[src/hdl/csc_pkg.sv]
`timescale 1ns / 1ps

package csc_pkg;

  localparam int COORD_WIDTH_DEFAULT = 16;
  localparam int QUEUE_DEPTH_DEFAULT = 4;
  localparam int RADIUS_WIDTH = 15;
  localparam int RR_WIDTH = 2 * RADIUS_WIDTH;

  typedef struct packed {
    logic endpoint_hit;
    logic in_range;
  } seg_class_t;

endpackage

[src/hdl/csc_queue.sv]
`timescale 1ns / 1ps

module csc_queue #(
  parameter int WIDTH = 8,
  parameter int DEPTH = csc_pkg::QUEUE_DEPTH_DEFAULT
) (
  input  logic             clk,
  input  logic             rst,
  input  logic             push,
  input  logic [WIDTH-1:0] wr_data,
  input  logic             pop,
  output logic [WIDTH-1:0] rd_data,
  output logic             full,
  output logic             empty
);

  localparam int AW = $clog2(DEPTH);

  logic [WIDTH-1:0] entries [DEPTH];
  logic [AW-1:0] wr_ptr, rd_ptr;
  logic [AW:0] count, count_next;

  assign full = (count == (AW+1)'(DEPTH));
  assign empty = (count == '0);
  assign rd_data = entries[rd_ptr];

  always_comb begin
    case ({push, pop})
      2'b10:   count_next = count + 1'b1;
      2'b01:   count_next = count - 1'b1;
      default: count_next = count;
    endcase
  end

  always_ff @(posedge clk) begin
    if (rst) begin
      wr_ptr <= '0;
      rd_ptr <= '0;
      count  <= '0;
    end else begin
      count <= count_next;
      if (push) begin
        wr_ptr <= (wr_ptr == AW'(DEPTH - 1)) ? '0 : wr_ptr + 1'b1;
      end
      if (pop) begin
        rd_ptr <= (rd_ptr == AW'(DEPTH - 1)) ? '0 : rd_ptr + 1'b1;
      end
    end
  end

  always_ff @(posedge clk) begin
    if (push) begin
      entries[wr_ptr] <= wr_data;
    end
  end

  a_no_overflow: assert property (@(posedge clk) disable iff (rst) push |-> !full)
    else $error("Queue written while full.");
  a_no_underflow: assert property (@(posedge clk) disable iff (rst) pop |-> !empty)
    else $error("Queue read while empty.");
  a_count_range: assert property (@(posedge clk) disable iff (rst)
    count <= (AW+1)'(DEPTH))
    else $error("Queue count exceeds its depth.");

endmodule

[config.mk]
export PLATFORM = sky130hd
export DESIGN_NAME = csc_queue
export DESIGN_NICKNAME = d
export VERILOG_FILES = /design/src/hdl/csc_pkg.sv /design/src/hdl/csc_queue.sv
export SDC_FILE = /design/constraint.sdc
export NUM_CORES = 1
export LEC_CHECK = 0
export BUFFER_PORTS_ARGS = -buffer_cell sky130_fd_sc_hd__buf_2
export CAP_MARGIN = 0
export CORE_UTILIZATION = 55
export DETAILED_ROUTE_END_ITERATION = 8
export MAX_ROUTING_LAYER = met4
export PLACE_DENSITY = 0.86
export RECOVER_POWER = 50
export SYNTH_ARGS = -nofsm -noshare
export SYNTH_HDL_FRONTEND = slang
export SYNTH_SLANG_ARGS = --single-unit
[constraint.sdc]
create_clock -name clk -period 2.05 [get_ports clk]
set_input_delay 0.41 -clock clk [delete_from_list [all_inputs] [get_ports clk]]
set_output_delay 0.41 -clock clk [all_outputs]
set_load 0.02 [all_outputs]
== Word-level counts from Yosys, hierarchy flattened ==
Memory sizes are Yosys's and may differ from the RTL's. A register that Yosys moved wholly into a read port is not among the register bits.
Cells that the tools add are included.
Operators by class
  equality and inequality tests: 5
  multiplexer cells: 7
  div/mod/pow operators: 0
  add/subtract/negate cells: 4
  shift operators: 0
  bitwise gates (word level): 0
  reduce and logical (&&, ||, !) cells: 2
  order comparisons: 0
  $mul: 0
Operators with widths (number)
  $mux W2: 4
  $eq A2 B2 Y1 const B: 3
  $pmux W3 S2: 1
  $add A2 B1 Y2 const B: 2
  $add A3 B1 Y3 const B: 1
  $eq A3 B3 Y1 const B: 1
  $logic_not A3 Y1: 1
  $sub A3 B1 Y3 const B: 1
  $eq A2 B1 Y1 const B: 1
  $mux W1: 2
  $reduce_bool A2 Y1: 1
Word-level totals
  memory bits (writable): 32
  output and inout bits: 10
  memory bits (read-only): 0
  input bits: 12
  register bits after elaboration: 7
  memories: 1
  latch bits: 0
Memory list
  entries: depth 4, bits a word 8, read ports 1, clocked after Yosys merged registers in 1, write ports 1, RTL line csc_queue.sv:19  | logic [WIDTH-1:0] entries [DEPTH];

== Longest topological paths before layout ==
Gate-level depths: netlist of the first run.
  word-level depth: 4
  depth in mapped cells: 7

== Worst setup path before layout of the first run ==
Ideal clock, no wire load.
  path kind: input-to-reg
  from: input port push
  to: register count[2]
  path slack: 0.372 ns
  buffers on the path: 0
  cell stages on the path: 7
  arrival time: 1.608 ns
  setup time: 0.070 ns
  path through: inv_1 ha_1 inv_1 fa_1 xor2_1 or3_1 a21oi_1
Between the ends
  cells in the longest elaborated chain, start to end: 2
RTL lines
  start: declaration: RTL line csc_queue.sv:9  | input logic push,
  $eq A2 B1 Y1 / $eq A2 B2 Y1 (equally long branches): RTL line csc_queue.sv:28  | case ({push, pop})
  $pmux W3 S2 / $reduce_bool A2 Y1 (equally long branches)
  end signal: assignment: RTL line csc_queue.sv:41  | count <= count_next;
  end: declaration: RTL line csc_queue.sv:21  | logic [AW:0] count, count_next;
Parallel ways exist; a longest one is shown, timed or not.
A chain may end at the register's enable or synchronous reset.

==> results of run 1 <==
-- power groups by stage --
stage                     logic [mW]  registers, mW  clock network (mW)
after floorplan                0.144          0.971                   0
after global placement         0.195          0.977                   0
after detailed placement       0.204          0.981                   0
after CTS                      0.208          0.962               0.375
after global routing           0.221          0.966               0.412
final                          0.201          0.961               0.364
-- kinds of logic after synthesis --
kind of cell	after synthesis
DFF	41
xor gates and xnor gates	2
buffers and inverters	9
AOI/OAI and AO/OA	5
adders and majority gates	7
muxes	10
and+or+nand+nor	16
-- registers in the layout, summed over array words and instances (netlist names), named ones only --
register	cells
entries	32
count	3
rd_ptr	2
wr_ptr	2
-- Yosys cell counts, types with 2 or more instances --
| library cell | number |
|---|---|
| mux2i_1 | 2 |
| ha_1 | 6 |
| inv_1 | 7 |
| xor2_1 | 2 |
| a21oi_1 | 4 |
| edfxtp_1 | 32 |
| nor2_1 | 7 |
| nor3b_1 | 2 |
| mux4_2 | 8 |
| dfxtp_1 | 9 |
| and2_1 | 4 |
-- layer usage --
layer	up-vias	global-route usage, %	share of wire (%)
li1	390	-	-
met1	407	19.4	41
met2	20	28.4	53
met3	4	5.12	4.1
met4	0	12.5	2.0
met5	-	-	0
-- area by class of cell --
type / count / area, µm²
sequential: 41 / 1140
fill: 204 / 976
clock inverter: 1 / 3.75
clock buffer: 7 / 45.0
timing repair buffer: 22 / 105
inverter: 7 / 26.3
tap: 31 / 38.8
multi-input combinational: 40 / 422
-- worst paths after layout --
path                                             from               endpoint  slack (ns)  depth (start not counted)
worst max register to register  count[0]$_SDFFE_PP0P_  count[2]$_SDFFE_PP0P_        0.45                          5
worst min register to register  count[1]$_SDFFE_PP0P_  count[1]$_SDFFE_PP0P_        0.53                          2
worst max-delay path                        flip-flop             rd_data[1]        0.10                          3
worst min-delay path                              rst  count[2]$_SDFFE_PP0P_        0.31                          2
-- cell usage in the layout (no fill, tap or decap) --
cell type,n
ha_1,6
mux2i_1,2
clkinv_1,1
and2_1,3
a21oi_1,4
xor2_1,2
or3_1,1
nor3_1,1
buf_2,12
nor3b_1,2
and2_0,1
clkbuf_4,5
dfxtp_1,9
edfxtp_1,32
buf_6,1
mux4_2,8
and3_1,1
nor2_1,7
inv_1,7
fa_1,1
clkbuf_1,11
o21ai_0,1
-- critical path: cells and delay by family (launching register included) --
| kind | cells | cell delay [ns] |
|---|---|---|
| buf+inv | 2 | 0.33 |
| mux | 1 | 0.51 |
| flops | 1 | 0.34 |
-- metrics by stage --
step           worst slack [ns]  area, µm²  hold slack (ns)  total power, mW  util [%]
2_1_floorplan             0.372       1610            0.461             1.11         -
3_3_place_gp              0.201       1740            0.481             1.17      63.1
3_5_place_dp              0.101       1740            0.511             1.18      63.1
4_1_cts                  0.0421       1790            0.268             1.54      64.9
5_1_grt                  0.0254       1780            0.306             1.60      64.6
6_report                  0.102       1780            0.311             1.53      64.6
==> flow_summary_export.csv, run 1 <==
group,metric,value,unit
yosys,yosysUniqueCellTypes,18,
timing,min_period_over_period,95.0,%
cts,clock-sinks,41,
yosys,synthXorXnorAreaFrac,1.09,%
run_status,status,"finished, final reports clean",
drt,drc,0,
global_route,grt_max_degree,13,
yosys,synth-compound-area-share,1.56,%
timing,rsz0062_at_grt,"no",
yosys,synth-simple-area-share,5.22,%
job,max_cap_viol_count,0,
setup_path,crit_path_max_incr_delay,0.51,ns
yosys,synth_area_leaders,"edfxtp_1 60%, dfxtp_1 11%, mux4_2 11%",
timing,worst_pin_slew,0.551,ns
yosys,synth_flop_cell,"edfxtp_1",
layout,syn2layout_area_growth,11.0,%
yosys,postSynthCellCount,90,
timing,tns,0,ns
setup_path,worst_setup_path_start_kind,"flip-flop",
global_route,grt_pass1_wl,3.80,mm
timing,layout_min_cycle_time,1.95,ns
yosys,synth_top_family_by_area,"multiplexers",
die,start_util,58.2,%
drt,drt_first_iter_violations,13,
timing,timing.slew.headroom,63.3,%
global_route,track_usage,17.9,%
placed_design,place_inst,141,
yosys,synth_area,1610,µm²
die,die_h,56.0,µm
global_route,grt_pass1_vias,842,
drt,avgRoutedWirePerCell,15.8,µm
timing,setup_viol_count_final,0,
drt,wl,2.35,mm
layout,stdcell_count,149,
drt,vias,821,
power,pwr-share-seq,63.0,%
yosys,yosysSeqAreaShare,71.1,%
placed_design,hpwlAfterDp,1.62,mm
timing,skew,0.00977,ns
yosys,async_flop_share,0,%
power,swShare,24.3,%
setup_path,endpoint_kind,"output pin",
layout,layout-drive-gt1-share,22.0,%
min_path,hold_class,"input port to flip-flop",
power,p_leak,0.641,nW
drt,vias_per_cell,5.51,
power,clkPwrFrac,23.8,%
die,rows,19,
layout,diodes,0,
cts,cts_root_buf,"clkbuf_4",
die,io_pins,22,
setup_path,critPathRequiredTime,1.64,ns
timing,hold_viol_final,0,
setup_path,arrival,1.54,ns
power,power.internal,1.16,mW
power,p_switching,370,µW
yosys,synth_top_area_share,59.9,%
cts,clock_path_buffers,2,
die,die_x,56.0,µm
setup_path,critical_path.max_fanout,8,
timing,max_freq,513,MHz
yosys,synth_fp_nets,109,
yosys,yosysWarningCount,0,
setup_path,critPathKind,"flip-flop to output pin",
power,powerDensity,857,nW/µm²
cts,hold_buffers,0,
cts,cts.clk_slew.worst_paths,0.11,ns
die,fp.coreArea,2760,µm²
setup_path,slowest_stage,"mux4_2",
power,combPwrFrac,13.2,%
global_route,antenna_found_initial,0,
setup_path,worstPathCellList,"buf_6 -> mux4_2 -> buf_2",
yosys,synth_largest_area_cell,"edfxtp_1",
global_route,grt-ovfl-total,0,
placed_design,routabilityCongestion,0.646,
cts,cts_buffers,5,
power,ir_drop,0.000564,V
cts,clk_latency,0.34,ns
drt,dr.pass1.iters,4,
cts,ctsResizeCount,0,
yosys,synth_edf_count,32,
layout,nets,136,
yosys,synthMuxAreaShare,12.5,%
yosys,syn_area_per_cell,17.8,µm²
placed_design,io_buffers,21,
cts,cts_tree,"yes",
yosys,synthAdderAreaFrac,5.92,%
drt,final_antenna_net_count,0,
timing,slew_violations,0,
die,die-area,3140,µm²
cts,post_cts.repair.setup_buffers,0,
cts,htreeDepth,2,
yosys,synth-seq-cells,41,
No activity file was read; power rests on OpenSTA's default activity.
==> run 2, diff against run 1 <==
- RECOVER_POWER: 50 -> unset
==> run 2 against run 1 <==
  * Worst hold slack worse by 0.030 ns
  * Count of clock-buffer cells in the layout unchanged
  * Sequential power about the same
  * Critical path depth unchanged
  * Clock skew about the same
  * Sequential share of layout area down 0.40 points
  * Largest power group unchanged
  * Clock power about the same
  * Flip-flop and latch count unchanged
  * Critical path type unchanged
  * Die area unchanged
  * Cell area up 0.63%
  * Non-clock buffer count unchanged
  * Total power up 0.17%
==> flow_summary_export.csv, run 2 (same netlist as run 1, synthesis figures left out) <==
group,metric,value,unit
run_status,status,"finished, final reports clean",
cts,cts.clk_slew.worst_paths,0.11,ns
drt,dr.pass1.iters,4,
global_route,grt_pass1_vias,842,
drt,avgRoutedWirePerCell,15.8,µm
global_route,antenna_found_initial,0,
power,pwr-share-seq,62.9,%
setup_path,slowest_stage,"mux4_2",
die,io_pins,22,
timing,hold_viol_final,0,
timing,timing.slew.headroom,70.1,%
setup_path,r2r-start,"count[0]$_SDFFE_PP0P_",
timing,rsz0062_at_grt,"no",
cts,clk_latency,0.34,ns
cts,htreeDepth,2,
job,max_cap_viol_count,0,
layout,stdcell_count,149,
placed_design,place_inst,141,
drt,wl,2.35,mm
placed_design,hpwlAfterDp,1.62,mm
cts,ctsResizeCount,0,
global_route,grt_max_degree,13,
power,p_leak,0.667,nW
setup_path,crit_path_max_incr_delay,0.51,ns
timing,setup_viol_count_final,0,
layout,nets,136,
setup_path,arrival,1.54,ns
layout,top_register,"entries",
power,p_switching,370,µW
timing,skew,0.00983,ns
drt,vias,826,
min_path,hold_path_end,"entries[2][6]$_DFFE_PP_",
setup_path,worstPathCellList,"buf_6 -> mux4_2 -> buf_2",
power,power.internal,1.16,mW
power,ir_drop,0.000564,V
placed_design,placed_area,1740,µm²
setup_path,r2r_slack,0.45,ns
die,die-area,3140,µm²
setup_path,worst_setup_path_start_kind,"flip-flop",
power,clkPwrFrac,23.8,%
placed_design,io_buffers,21,
cts,cts_tree,"yes",
power,combPwrFrac,13.3,%
die,die_x,56.0,µm
placed_design,routabilityCongestion,0.646,
die,start_util,58.2,%
layout,diodes,0,
drt,final_antenna_net_count,0,
cts,cts_buffers,5,
drt,drt_first_iter_violations,15,
drt,vias_per_cell,5.54,
layout,layout-drive-gt1-share,29.7,%
min_path,worstHoldStart,"wr_data[6]",
cts,hold_buffers,0,
setup_path,rr_endpoint,"count[2]$_SDFFE_PP0P_",
global_route,grt-ovfl-total,0,
timing,worst_pin_slew,0.449,ns
drt,drc,0,
global_route,grt_pass1_wl,3.80,mm
setup_path,critPathRequiredTime,1.64,ns
timing,max_freq,514,MHz
cts,clock_path_buffers,2,
timing,tns,0,ns
min_path,hold_class,"input port to flip-flop",
cts,post_cts.repair.setup_buffers,0,
min_path,worst_hold_path.num_cells,1,
setup_path,critical_path.max_fanout,8,
setup_path,crit_family,"multiplexers",
layout,syn2layout_area_growth,11.7,%
layout,largestRegisters,"entries: 32 flops, count: 3 flops",
setup_path,endpoint_kind,"output pin",
layout,final_common_cell,"edfxtp_1",
global_route,track_usage,17.9,%
layout,largest_reg_flops,32,
die,fp.coreArea,2760,µm²
layout,layout_common_cells,"32 x edfxtp_1, 21 x buf_2, 9 x dfxtp_1",
die,rows,19,
power,swShare,24.2,%
cts,cts_root_buf,"clkbuf_4",
timing,slew_violations,0,
power,powerDensity,853,nW/µm²
setup_path,critPathKind,"flip-flop to output pin",
timing,layout_min_cycle_time,1.95,ns
layout,fin_area,1790,µm²
timing,min_period_over_period,95.0,%
die,die_h,56.0,µm
cts,clock-sinks,41,
setup_path,crit_buf_inv,2,
setup_path,reg2reg_depth,5,
-- run 2: cell count changes in the layout (fill, tap and decap cells not counted), sizes merged --
cell    previous run  this run
buf               13        22
clkbuf            16         7
-- run 2: area by class of cell --
class | instances | area [µm²]
clock buffer | 7 | 45.0
clock inverter | 1 | 3.75
fill | 201 | 965
inverter | 7 | 26.3
multi-input combinational | 40 | 422
sequential | 41 | 1140
tap | 31 | 38.8
timing repair buffer | 22 | 116
-- run 2: metal layers --
metal  wire length [µm]  track usage, %  vias up
met5                  0               -        -
li1                   -               -      390
met3                115            5.12        6
met2               1190            28.4       26
met1                971            19.4      404
met4                 77            12.5        0
-- run 2: power by group through the flow --
stage	Combinational, mW	Clock [mW]	Sequential [mW]
final	0.204	0.364	0.961
after global routing	0.224	0.412	0.966
after CTS	0.208	0.375	0.962
after detailed placement	0.204	0	0.981
after global placement	0.195	0	0.977
after floorplan	0.144	0	0.971
-- run 2: per-stage QoR --
step / hold WS (ns) / setup slack [ns] / utilization, % / power (mW)
2_1_floorplan: 0.461 / 0.372 / - / 1.11
3_3_place_gp: 0.481 / 0.201 / 63.1 / 1.17
3_5_place_dp: 0.511 / 0.101 / 63.1 / 1.18
4_1_cts: 0.268 / 0.0421 / 64.9 / 1.54
5_1_grt: 0.254 / 0.0254 / 65.0 / 1.60
6_report: 0.281 / 0.103 / 65.0 / 1.53
-- run 2: worst max path at each step --
stage / from / endpoint / slack [ns] / depth (start not counted)
2_1_floorplan: push / count[2]$_SDFFE_PP0P_ / 0.37 / 7
6_report: flip-flop / rd_data[1] / 0.10 / 3
5_1_grt: flip-flop / rd_data[6] / 0.03 / 3
3_3_place_gp: push / count[2]$_SDFFE_PP0P_ / 0.20 / 8
3_5_place_dp: push / count[2]$_SDFFE_PP0P_ / 0.10 / 8
4_1_cts: flip-flop / rd_data[0] / 0.04 / 3
==> run 3, diff against run 2 <==
- PLACE_DENSITY: 0.86 -> 0.77
==> run 3 against run 2 <==
  * Clock power increased by 19%
  * Die area unchanged
  * First-iteration DRC count increased by 140%
  * Cell area increased by 1.4%
  * Routed wire length increased by 3.4%
  * Critical path depth unchanged
  * Combinational power about the same
  * Flip-flop and latch count unchanged
  * Count of clock-buffer cells in the layout unchanged
  * Sequential power about the same
  * Total power increased by 4.6%
==> flow_summary_export.csv, run 3 (same netlist as run 1, synthesis figures left out) <==
group,metric,value,unit
layout,nets,137,
drt,vias,828,
drt,final_antenna_net_count,0,
placed_design,place_inst,142,
layout,top_register,"entries",
power,powerDensity,879,nW/µm²
setup_path,critPathRequiredTime,1.64,ns
setup_path,critical_path.max_fanout,4,
timing,timing.slew.headroom,68.7,%
layout,syn2layout_area_growth,13.2,%
setup_path,worst_setup_path_start_kind,"flip-flop",
die,die-area,3140,µm²
global_route,grt_pass1_wl,3.88,mm
layout,largestRegisters,"entries: 32 flops, count: 3 flops",
timing,setup_viol_count_final,0,
drt,dr.pass1.iters,4,
setup_path,endpoint_kind,"output pin",
timing,rsz0062_at_grt,"no",
die,start_util,58.2,%
timing,layout_min_cycle_time,1.95,ns
global_route,grt_pass1_vias,845,
cts,ctsResizeCount,0,
placed_design,hpwlAfterDp,1.76,mm
timing,tns,0,ns
cts,hold_buffers,0,
timing,slew_violations,0,
cts,cts_tree,"yes",
layout,stdcell_count,150,
die,die_h,56.0,µm
global_route,grt-ovfl-total,0,
placed_design,routabilityCongestion,0.789,
layout,final_common_cell,"edfxtp_1",
power,ir_drop,0.000701,V
layout,diodes,0,
timing,skew,0.00287,ns
cts,cts_root_buf,"clkbuf_4",
timing,min_period_over_period,95.0,%
cts,cts_buffers,5,
cts,post_cts.repair.setup_buffers,0,
die,fp.coreArea,2760,µm²
timing,hold_viol_final,0,
drt,wl,2.43,mm
die,rows,19,
min_path,hold_class,"input port to flip-flop",
cts,clock-sinks,41,
power,p_leak,0.686,nW
die,die_x,56.0,µm
cts,clk_latency,0.34,ns
layout,largest_reg_flops,32,
drt,avgRoutedWirePerCell,16.2,µm
cts,cts.clk_slew.worst_paths,0.11,ns
global_route,grt_max_degree,13,
global_route,track_usage,18.3,%
cts,htreeDepth,2,
run_status,status,"finished, final reports clean",
drt,drt_first_iter_violations,36,
timing,max_freq,513,MHz
drt,vias_per_cell,5.52,
timing,worst_pin_slew,0.469,ns
cts,clock_path_buffers,2,
global_route,antenna_found_initial,0,
drt,drc,0,
placed_design,io_buffers,21,
job,max_cap_viol_count,0,
setup_path,arrival,1.54,ns
layout,layout_common_cells,"32 x edfxtp_1, 21 x buf_2, 9 x dfxtp_1",
layout,layout-drive-gt1-share,32.8,%
die,io_pins,22,
setup_path,critPathKind,"flip-flop to output pin",
==> run 3: cell count changes in the layout (fill, tap and decap cells not counted), sizes merged <==
cell / previous run / this run
buf: 22 / 23
==> run 3: final timing paths <==
check / to / start / slack [ns] / cells past startpoint
max: rd_data[7] / flip-flop / 0.10 / 3
min: entries[2][0]$_DFFE_PP_ / wr_data[0] / 0.28 / 1
max reg2reg: count[2]$_SDFFE_PP0P_ / count[0]$_SDFFE_PP0P_ / 0.49 / 5
min reg2reg: count[2]$_SDFFE_PP0P_ / count[2]$_SDFFE_PP0P_ / 0.52 / 2
==> run 3: critical path, cell delays in order (launching register included) <==
cell and delay (ns):
dfxtp_1 0.35, buf_4 0.16, mux4_2 0.51, buf_2 0.17
==> run 3: through the flow <==
stage / instance area, µm² / total power [mW] / setup slack, ns / hold WS [ns] / utilization [%]
after detailed placement: 1750 / 1.19 / 0.115 / 0.498 / 63.4
after CTS: 1820 / 1.62 / 0.0729 / 0.271 / 65.9
after global routing: 1820 / 1.67 / 0.0358 / 0.263 / 65.9
after global placement: 1750 / 1.18 / 0.200 / 0.484 / 63.4
after floorplan: 1610 / 1.11 / 0.372 / 0.461 / -
final: 1820 / 1.60 / 0.102 / 0.281 / 65.9
==> run 3: where the power goes <==
group	leakage [nW]	internal [mW]	switching, mW
Sequential	0.368	0.939	0.0227
Combinational	0.276	0.0889	0.115
Clock	0.0413	0.199	0.234
Total	0.686	1.23	0.372
==> run 3: final cells by class <==
type                       count  area [µm²]
clock buffer                   7        65.1
clock inverter                 1        5.00
fill                         207         940
inverter                       7        26.3
multi-input combinational     40         422
sequential                    41        1140
tap                           31        38.8
timing repair buffer          23         120
==> run 3: routing by layer <==
metal	global-route usage (%)	routed length (µm)	up-vias	share of wire, %
li1	-	-	394	-
met1	21.9	1040	404	43
met2	28.1	1210	22	50
met3	4.88	111	8	4.6
met4	10.5	68	0	2.8
met5	-	0	-	0
